## src/hw/rtl/bse_pkg.sv

```systemverilog
// ----------------------------------------------------------------------------
// bse_pkg
// shared constants, controller states and the command/status bundles that
// join the bubble sort controller and datapath
// ----------------------------------------------------------------------------
package bse_pkg;

	localparam int unsigned CAPACITY = 16;                     // elements per set
	localparam int unsigned DW       = 32;                     // element width
	localparam int unsigned AW       = $clog2(CAPACITY);       // store address width
	localparam int unsigned CW       = $clog2(CAPACITY + 1);   // fill count width

	// controller states
	typedef enum logic [5:0] {
		S_IDLE  = 6'b000001,
		S_PASS  = 6'b000010,
		S_CARRY = 6'b000100,
		S_CMP   = 6'b001000,
		S_PEND  = 6'b010000,
		S_EMIT  = 6'b100000
	} state_t;

	// controller to datapath
	typedef struct packed {
		logic load;       // store or drop the input beat
		logic pass_init;  // reset index, read entry 0
		logic carry_ld;   // take first entry of the pass as the running max
		logic cmp_step;   // compare running max with next entry, write the smaller
		logic pass_end;   // park the running max at the top of the pass
		logic emit;       // read one sorted entry out
	} cmd_t;

	// datapath to controller
	typedef struct packed {
		logic limit_zero; // no compares left, store is sorted
		logic cmp_last;   // current compare is the last of the pass
		logic emit_last;  // current read is the last element of the set
	} sts_t;

endpackage

```

## src/hw/rtl/bse_ram.sv

```systemverilog
// ----------------------------------------------------------------------------
// bse_ram
// generic single write port, single read port ram with registered read
// ----------------------------------------------------------------------------
module bse_ram #(
	parameter int unsigned WIDTH = 32,
	parameter int unsigned DEPTH = 16
) (
	input  logic                     clk,
	input  logic                     we,
	input  logic [$clog2(DEPTH)-1:0] waddr,
	input  logic [WIDTH-1:0]         wdata,
	input  logic [$clog2(DEPTH)-1:0] raddr,
	output logic [WIDTH-1:0]         rdata
);

	logic [WIDTH-1:0] mem_q [DEPTH];

	always_ff @(posedge clk) begin
		if (we) begin
			mem_q[waddr] <= wdata;
		end
		rdata <= mem_q[raddr];
	end

endmodule

```

## src/hw/rtl/bse_ctrl.sv

```systemverilog
// ----------------------------------------------------------------------------
// bse_ctrl
// sequencer for load, bubble passes and emit
// ----------------------------------------------------------------------------
module bse_ctrl (
	input  logic          clk,
	input  logic          arst_n,
	input  logic          start,
	input  logic          final_item,
	input  bse_pkg::sts_t sts,
	output bse_pkg::cmd_t cmd,
	output logic          busy
);

	bse_pkg::state_t state_q, state_nx;

	always_ff @(posedge clk or negedge arst_n) begin
		if (!arst_n) begin
			state_q <= bse_pkg::S_IDLE;
		end else begin
			state_q <= state_nx;
		end
	end

	always_comb begin
		state_nx = state_q;
		cmd      = '0;
		case (state_q)
			bse_pkg::S_IDLE: begin
				if (start) begin
					cmd.load = 1'b1;
					if (final_item) begin
						state_nx = bse_pkg::S_PASS;
					end
				end
			end
			bse_pkg::S_PASS: begin
				cmd.pass_init = 1'b1;
				state_nx = sts.limit_zero ? bse_pkg::S_EMIT : bse_pkg::S_CARRY;
			end
			bse_pkg::S_CARRY: begin
				cmd.carry_ld = 1'b1;
				state_nx = bse_pkg::S_CMP;
			end
			bse_pkg::S_CMP: begin
				cmd.cmp_step = 1'b1;
				if (sts.cmp_last) begin
					state_nx = bse_pkg::S_PEND;
				end
			end
			bse_pkg::S_PEND: begin
				cmd.pass_end = 1'b1;
				state_nx = bse_pkg::S_PASS;
			end
			bse_pkg::S_EMIT: begin
				cmd.emit = 1'b1;
				if (sts.emit_last) begin
					state_nx = bse_pkg::S_IDLE;
				end
			end
			default: begin
				state_nx = bse_pkg::S_IDLE;
			end
		endcase
	end

	assign busy = (state_q != bse_pkg::S_IDLE);

endmodule

```

## src/hw/rtl/bse_dp.sv

```systemverilog
// ----------------------------------------------------------------------------
// bse_dp
// element store, running max register, counters and result register
// ----------------------------------------------------------------------------
module bse_dp (
	input  logic                          clk,
	input  logic                          arst_n,
	input  bse_pkg::cmd_t                 cmd,
	input  logic signed [bse_pkg::DW-1:0] value,
	output bse_pkg::sts_t                 sts,
	output logic signed [bse_pkg::DW-1:0] sorted_value,
	output logic                          result_valid,
	output logic                          last_result,
	output logic                          dropped
);

	logic [bse_pkg::CW-1:0] count_q;
	logic                   ovf_q;
	logic [bse_pkg::AW-1:0] idx_q;
	logic [bse_pkg::AW-1:0] limit_q;
	logic [bse_pkg::DW-1:0] carry_q;
	logic                   valid_q;
	logic                   last_q;
	logic                   drop_q;

	logic                   room;
	logic                   gt;
	logic                   we;
	logic [bse_pkg::AW-1:0] waddr;
	logic [bse_pkg::DW-1:0] wdata;
	logic [bse_pkg::AW-1:0] raddr;
	logic [bse_pkg::DW-1:0] rdata;

	assign room = (count_q < bse_pkg::CW'(bse_pkg::CAPACITY));
	assign gt   = $signed(carry_q) > $signed(rdata);

	assign sts.limit_zero = (limit_q == '0);
	assign sts.cmp_last   = ((idx_q + bse_pkg::AW'(1)) == limit_q);
	assign sts.emit_last  = ((bse_pkg::CW'(idx_q) + bse_pkg::CW'(1)) == count_q);

	// store port steering
	always_comb begin
		we    = 1'b0;
		waddr = idx_q;
		wdata = carry_q;
		raddr = idx_q;
		if (cmd.load) begin
			we    = room;
			waddr = count_q[bse_pkg::AW-1:0];
			wdata = value;
		end
		if (cmd.pass_init) begin
			raddr = '0;
		end
		if (cmd.carry_ld) begin
			raddr = idx_q + bse_pkg::AW'(1);
		end
		if (cmd.cmp_step) begin
			we    = 1'b1;
			wdata = gt ? rdata : carry_q;
			raddr = idx_q + bse_pkg::AW'(2);
		end
		if (cmd.pass_end) begin
			we    = 1'b1;
			waddr = limit_q;
		end
	end

	bse_ram #(
		.WIDTH(bse_pkg::DW),
		.DEPTH(bse_pkg::CAPACITY)
	) u_store (
		.clk   (clk),
		.we    (we),
		.waddr (waddr),
		.wdata (wdata),
		.raddr (raddr),
		.rdata (rdata)
	);

	always_ff @(posedge clk or negedge arst_n) begin
		if (!arst_n) begin
			count_q <= '0;
			ovf_q   <= 1'b0;
			idx_q   <= '0;
			limit_q <= '0;
			valid_q <= 1'b0;
		end else begin
			valid_q <= cmd.emit;
			if (cmd.load) begin
				if (room) begin
					count_q <= count_q + bse_pkg::CW'(1);
					limit_q <= count_q[bse_pkg::AW-1:0];
				end else begin
					ovf_q   <= 1'b1;
					limit_q <= bse_pkg::AW'(bse_pkg::CAPACITY - 1);
				end
			end
			if (cmd.pass_init) begin
				idx_q <= '0;
			end
			if (cmd.cmp_step || cmd.emit) begin
				idx_q <= idx_q + bse_pkg::AW'(1);
			end
			if (cmd.pass_end) begin
				limit_q <= limit_q - bse_pkg::AW'(1);
			end
			if (cmd.emit && sts.emit_last) begin
				count_q <= '0;
				ovf_q   <= 1'b0;
			end
		end
	end

	// payload registers
	always_ff @(posedge clk) begin
		if (cmd.carry_ld || (cmd.cmp_step && !gt)) begin
			carry_q <= rdata;
		end
		if (cmd.emit) begin
			last_q <= sts.emit_last;
			drop_q <= sts.emit_last && ovf_q;
		end
	end

	assign sorted_value = $signed(rdata);
	assign result_valid = valid_q;
	assign last_result  = valid_q && last_q;
	assign dropped      = valid_q && drop_q;

endmodule

```

## src/hw/rtl/bubble_sort_engine.sv

```systemverilog
// ----------------------------------------------------------------------------
// bubble_sort_engine
// streamed ascending sort of up to CAPACITY signed 32-bit values
// ----------------------------------------------------------------------------
//
//  channel  | handshake                   | payload
//  ---------+-----------------------------+------------------------------------
//  input    | start & !busy accepts beat  | value, final_item
//  result   | result_valid, one cycle     | sorted_value, last_result, dropped
//
//  - a non-final beat is stored as it is accepted, or dropped once the store
//    is full; busy stays low while loading
//  - the final beat closes the set; the engine stays busy through the bubble
//    passes on the single store read port, then one result per cycle is
//    read out
//  - reset clears the fill count, drop flag and sequencer; store contents
//    are left as they are
//  - results cannot be held off: each one is valid for exactly one cycle
//
module bubble_sort_engine (
	input  logic                          clk,
	input  logic                          arst_n,
	// input beat
	input  logic                          start,
	output logic                          busy,
	input  logic signed [bse_pkg::DW-1:0] value,
	input  logic                          final_item,
	// result beat
	output logic                          result_valid,
	output logic signed [bse_pkg::DW-1:0] sorted_value,
	output logic                          last_result,
	output logic                          dropped
);

	bse_pkg::cmd_t cmd;   // sequencer commands
	bse_pkg::sts_t sts;   // datapath status

	// controller: load, bubble passes with a running max, read out
	bse_ctrl u_ctrl (
		.clk        (clk),
		.arst_n     (arst_n),
		.start      (start),
		.final_item (final_item),
		.sts        (sts),
		.cmd        (cmd),
		.busy       (busy)
	);

	// datapath: store ram, compare, counters, result register
	bse_dp u_dp (
		.clk          (clk),
		.arst_n       (arst_n),
		.cmd          (cmd),
		.value        (value),
		.sts          (sts),
		.sorted_value (sorted_value),
		.result_valid (result_valid),
		.last_result  (last_result),
		.dropped      (dropped)
	);

`ifndef SYNTHESIS
	// a final beat always starts a sort
	a_final_starts_sort: assert property (@(posedge clk) disable iff (!arst_n)
		start && !busy && final_item |=> busy)
		else $error("final beat did not start a sort");

	// drop flag only rides on the last result
	a_drop_on_last: assert property (@(posedge clk) disable iff (!arst_n)
		result_valid && dropped |-> last_result)
		else $error("dropped set on a result other than the last");

	// the engine is free again when the last result goes out
	a_free_after_last: assert property (@(posedge clk) disable iff (!arst_n)
		result_valid && last_result |-> !busy)
		else $error("engine still busy on the last result");

	// results only leave while emitting or right after the last read
	a_result_needs_emit: assert property (@(posedge clk) disable iff (!arst_n)
		result_valid && !last_result |-> busy)
		else $error("result beat outside of read out");
`endif

endmodule

```

## config.mk

```make
export PLATFORM = sky130hd
export DESIGN_NAME = bubble_sort_engine
export DESIGN_NICKNAME = d
export VERILOG_FILES = /design/src/hw/rtl/bse_pkg.sv /design/src/hw/rtl/bse_ram.sv /design/src/hw/rtl/bse_ctrl.sv /design/src/hw/rtl/bse_dp.sv /design/src/hw/rtl/bubble_sort_engine.sv
export SDC_FILE = /design/constraint.sdc
export NUM_CORES = 1
export LEC_CHECK = 0
export BUFFER_PORTS_ARGS = -buffer_cell sky130_fd_sc_hd__clkbuf_2
export CAP_MARGIN = 20
export CORE_ASPECT_RATIO = 0.8
export CORE_MARGIN = 2
export CORE_UTILIZATION = 56
export DETAILED_ROUTE_END_ITERATION = 6
export PLACE_DENSITY_LB_ADDON = 0.05
export SLEW_MARGIN = 30
export SYNTH_ARGS = -nofsm -noshare
export SYNTH_HDL_FRONTEND = slang
export SYNTH_HIERARCHICAL = 1
export SYNTH_SLANG_ARGS = --single-unit
```

## constraint.sdc

```tcl
create_clock -name clk -period 5 [get_ports clk]
set_input_delay 0.5 -clock clk [delete_from_list [all_inputs] [get_ports clk]]
set_output_delay 0.5 -clock clk [all_outputs]
set_load 0.005 [all_outputs]
```

After elaboration in Yosys (flattened, before gate mapping)

Memories as Yosys holds them, arrays and structs flattened. A register that Yosys moved wholly into a read port is not among the register bits.
Cells that the tools add are included.

$add $sub $neg: 5
$lt $le $gt $ge: 2
Eq/ne operators: 14
Muxes and demuxes: 36
Reductions and logical operators: 15

Operators with widths:

| kind                                                   | number |
|---|---|
| 2-to-1 mux 32 bit                                      | 3 |
| 2-to-1 mux 4 bit                                       | 9 |
| one-hot mux 6 bit (6 select lines)                     | 1 |
| > comparator 32 bit                                    | 1 |
| 2-to-1 mux 6 bit                                       | 5 |
| 2-to-1 mux 1 bit                                       | 15 |
| 2-to-1 mux 5 bit                                       | 3 |
| inequality test 2 bit (second input constant)          | 4 |
| equality test 6 x 1 -> 1 bit (second input constant)   | 1 |
| equality test 6 x 2 -> 1 bit (second input constant)   | 1 |
| equality test 6 x 3 -> 1 bit (second input constant)   | 1 |
| equality test 6 x 4 -> 1 bit (second input constant)   | 1 |
| equality test 6 x 5 -> 1 bit (second input constant)   | 1 |
| equality test 6 bit (second input constant)            | 1 |
| inequality test 6 x 1 -> 1 bit (second input constant) | 1 |
| nonzero test 2 bit                                     | 3 |
| adder 4 x 1 -> 5 bit (second input constant)           | 1 |
| adder 5 x 1 -> 5 bit (second input constant)           | 1 |
| equality test 5 bit                                    | 1 |
| logical AND 1 bit                                      | 5 |
| < comparator 5 bit (second input constant)             | 1 |
| adder 4 x 1 -> 4 bit (second input constant)           | 1 |
| adder 4 x 2 -> 4 bit (second input constant)           | 1 |
| equality test 4 bit                                    | 1 |
| 7 further kinds                                        | 9 |

Register bits: 55
Memory bits (writable): 512
Input bits: 36
Output and inout port bits: 36
Logic and storage cells: 82
Memories: 1

Memories:

| memory             | words | bits a word | read ports | clocked after memory_dff | wr ports | line          | text |
|---|---|---|---|---|---|---|---|
| u_dp.u_store.mem_q | 16    | 32          | 1          | 1                        | 1        | bse_ram.sv:17 | `logic [WIDTH-1:0] mem_q [DEPTH];` |

Logic depth before layout (Yosys ltp)

Word-level depth: 7
Mapped depth: 15
Gate-level depth less buffers: 10

Modules after synthesis

Netlist, hierarchy kept.

Modules (own cells, without submodules):

| module   | times used | cells each | area an instance (um^2) | seq. area each (um^2) |
|---|---|---|---|---|
| bse_ram  | 1          | 838        | 19854.0                 | 16015.4 |
| bse_dp   | 1          | 474        | 4043.9                  | 1396.3 |
| bse_ctrl | 1          | 44         | 400.4                   | 151.4 |

Worst setup path before layout

OpenSTA, ideal clock, no wires.

Path kind: flip-flop to flip-flop
Start point: register u_ctrl.state_q[4]
End point: memory u_dp.u_store.mem_q[0][0], enable pin
Setup time: 461 ps
Data arrival time: 4741 ps
Slack: -202 ps
Cell stages (with the launch flop): 10
Buffers on the path: 4
Period minus slack after synthesis: 5202 ps
Cells stage by stage: dfrtp_1 buf_6 or4_4 buf_6 nor2_1 clkbuf_1 clkbuf_1 or3_1 or3b_2 nor3_1

RTL lines:

| what                   | line           | text |
|---|---|---|
| start, declared        | bse_ctrl.sv:15 | `bse_pkg::state_t state_q, state_nx;` |
| start signal, assigned | bse_ctrl.sv:19 | `state_q <= bse_pkg::S_IDLE;` |
| start signal, assigned | bse_ctrl.sv:21 | `state_q <= state_nx;` |
| end, declared          | bse_ram.sv:17  |  |

==> metrics.md <==
| Metric | Value |
|---|---|
| Status | `finished clean` |
| Clock slew at reported path FFs | `0.06 ns` |
| Via-to-Cell Ratio | `6.34` |
| Main synth FF type | `edfxtp_1` |
| Pwr dens | `349 nW/µm²` |
| Mapped cell area | `24300 µm²` |
| PortBufs | `71` |
| Setup TNS | `0 ns` |
| Clock latency on the worst-skew pair | `0.62 ns` |
| Area Growth Syn to Fin | `13.0%` |
| Final wirelength | `56.0 mm` |
| Gr ovfl total | `0` |
| Post-cts sizing count | `0` |
| Number of setup violations in the final report | `0` |
| Max Transition Viols Final | `0` |
| Crit start category | `register` |
| Top Ports | `72` |
| Die Area | `45100 µm²` |
| Post-synth EDFFs | `546` |
| Synth area leaders | `edfxtp_1 (67%), mux4_2 (12%), a22oi_1 (2.9%), dfxtp_1 (2.6%), dfrtp_1 (2.1%)` |
| Yosys cell types | `62` |
| Core Area | `43000 µm²` |
| Vias in the first global route | `12.7k` |
| Yosys top cell by area | `edfxtp_1` |
| Max_cap viols | `0` |
| Clk root buf | `clkbuf_16` |
| DR iter-0 viols | `1471` |
| Share of cells above drive strength 1 | `24.1%` |
| Post-route cell area | `27500 µm²` |
| First-pass GRT wire length | `83.8 mm` |
| Drt wl/cell | `27.3 µm` |
| Post-route DRC | `0` |
| Post-Syn Nets | `1428` |
| ANT cells | `0` |
| YS warnings | `6` |
| Post-synth top area share | `67.5%` |
| Slew headroom | `37.1%` |
| Initial antenna violation count | `0` |
| DPL Wire Length | `32.3 mm` |
| Final-report hold violation count | `0` |
| Die Ht | `190 µm` |
| DR vias | `13.0k` |
| Pin count of the biggest net entering global routing | `81` |
| Hold Slack | `0.138 ns` |
| First-pass DRT Iterations | `5` |
| Design Power | `9.60 mW` |
| Crit path DAT | `4.33 ns` |
| Maximum fanout along the worst path | `17` |
| Required time worst endpoint | `5.31 ns` |
| # placed instances | `1947` |
| RSZ-0062 raised after global routing | `false` |
| Clock buffer depth | `3` |
| Post-synth ARST share | `3.51%` |
| Final min period | `4.02 ns` |
| Post-DP Area | `25700 µm²` |
| CP endpoint kind | `register` |
| Tcrit/Tclk final | `80.4%` |
| Synthesized area per cell | `17.9 µm²` |
| Min-Delay Path Class | `primary input to register` |
| Max Clk Rate | `249 MHz` |
| Num Clock Sinks | `599` |
| Gate Count Post-Synth | `1356` |
| Die X | `237 µm` |
| # rows | `68` |
| Final Non-Filler Cells | `2052` |
| Nets | `1518` |
| Static leakage | `9.92 nW` |
| Critical path class | `register to register` |
| H-tree Lvls | `2` |
| Sequential share of the synthesized area | `72.3%` |
| GRT Util Overall | `25.7%` |
| Worst slew pin tran | `0.943 ns` |
| Maximum VDD drop | `0.285 mV` |
| CTS tree | `built` |
| RePlAce Congestion | `0.813` |
| Post-route ant nets | `0` |
| Worst Skew | `0.0150 ns` |
| CTS Buf Count | `56` |
| Initial Util | `56.6%` |
| Yosys reg bits | `599` |
-- critical path, cell delays in order (launching register included) --
cell	delay, ns
dfrtp_1	0.45
nor4_1	0.44
and3_1	0.64
mux2i_1	0.17
o21ai_1	0.58
nand2b_1	0.41
nor2_4	0.68
buf_4	0.33
-- through the flow --
| stage | utilization [%] | setup WS [ns] |
|---|---|---|
| finish | 63.9 | 0.978 |
| CTS | 63.9 | 0.996 |
| global route | 63.9 | 0.635 |
| floorplan | - | 0.143 |
| global placement | 59.7 | 0.961 |
| detailed placement | 59.7 | 1.02 |
-- where the power goes --
group / internal [mW] / total (mW) / switching (mW)
combinational: 0.0104 / 0.0256 / 0.0152
sequential: 5.38 / 5.38 / 0
clock: 2.36 / 4.19 / 1.83
total: 7.75 / 9.60 / 1.84
-- cell usage in the layout, fill, tap and decap left out, drive strengths merged, types with 4 or more instances in the layout --
cell type,count
buf,42
a21oi,54
xnor2,8
clkinv,23
nand2b,7
nand2,92
clkbuf,142
bufinv,5
nor4,6
edfxtp,546
mux4,128
a211oi,4
xor2,5
o21ai,18
nor2b,8
dfrtp,20
ha,36
mux2i,7
inv,41
and2,5
nand3b,35
a22oi,94
nor3,10
nand4,37
dfxtp,32
nor2,35
nand3,7
-- routing by layer --
layer / share of wire (%) / GRT usage (%) / wire length, µm / vias to the layer above
met5: 0 / 0 / 0 / -
met4: 1.6 / 6.26 / 920 / 0
met3: 9.0 / 5.28 / 5040 / 68
met2: 46 / 38.5 / 25500 / 568
met1: 44 / 39.1 / 24500 / 6700
li1: - / - / - / 5668
-- sequential cells by signal, summed over array words and instances (netlist names) --
register and count:
u_dp/carry_q 32, u_dp/ovf_q 1, u_dp/count_q 5, u_dp/limit_q 4
u_ctrl/state_q 6, u_dp/u_store/rdata 32, u_dp/last_q 1, u_dp/u_store/mem_q 512
u_dp/result_valid 1, u_dp/drop_q 1, u_dp/idx_q 4
-- cell families after synthesis --
| kind of cell | synth area share [%] |
|---|---|
| AO/OA/AOI/OAI | 5.27 |
| buffers and inverters | 2.27 |
| flip-flops | 72.3 |
| XOR/XNOR | 0.469 |
| multiplexers | 12.3 |
| AND/OR/NAND/NOR | 5.57 |
| adder cells (fa/ha/maj) | 1.85 |
-- final cells by class --
class / count / area [µm²]
multi-input combinational: 637 / 6390
tap: 560 / 701
timing repair buffer: 114 / 868
sequential: 599 / 17600
fill: 2984 / 15500
clock buffer: 71 / 1480
clock inverter: 33 / 329
inverter: 38 / 143
-- worst paths after layout --
| path | start | slack (ns) | depth (start not counted) | endpoint |
|---|---|---|---|---|
| max | u_ctrl/state_q[2] | 0.98 | 7 | u_dp/u_store/mem_q[6][17] |
| min in group asynchronous | arst_n | 0.40 | 2 | u_dp/ovf_q |
| min reg2reg | u_dp/u_store/rdata[3] | 0.50 | 0 | u_dp/carry_q[3] |
| max in group asynchronous | arst_n | 4.23 | 2 | u_ctrl/state_q[0] |
| min | start | 0.14 | 3 | u_ctrl/state_q[1] |
| max reg2reg | u_ctrl/state_q[2] | 0.98 | 7 | u_dp/u_store/mem_q[6][17] |
-- cells in the mapped netlist, drive strengths merged (20+ instances only) --
cell      n
nor2     35
nand4    37
a22oi    94
dfrtp    20
clkbuf   37
mux4    128
nand3b   35
dfxtp    32
ha       36
edfxtp  546
a21oi    54
buf      45
nand2    92
inv      38
-- what timing repair did --
action | in CTS | in global routing
endpoints found under the hold margin | 20 | 0
endpoints found under the setup margin | 0 | 0
setup buffers | 0 | 0
hold buffers | 1 | 0
Power figures use the tool's default switching activity.
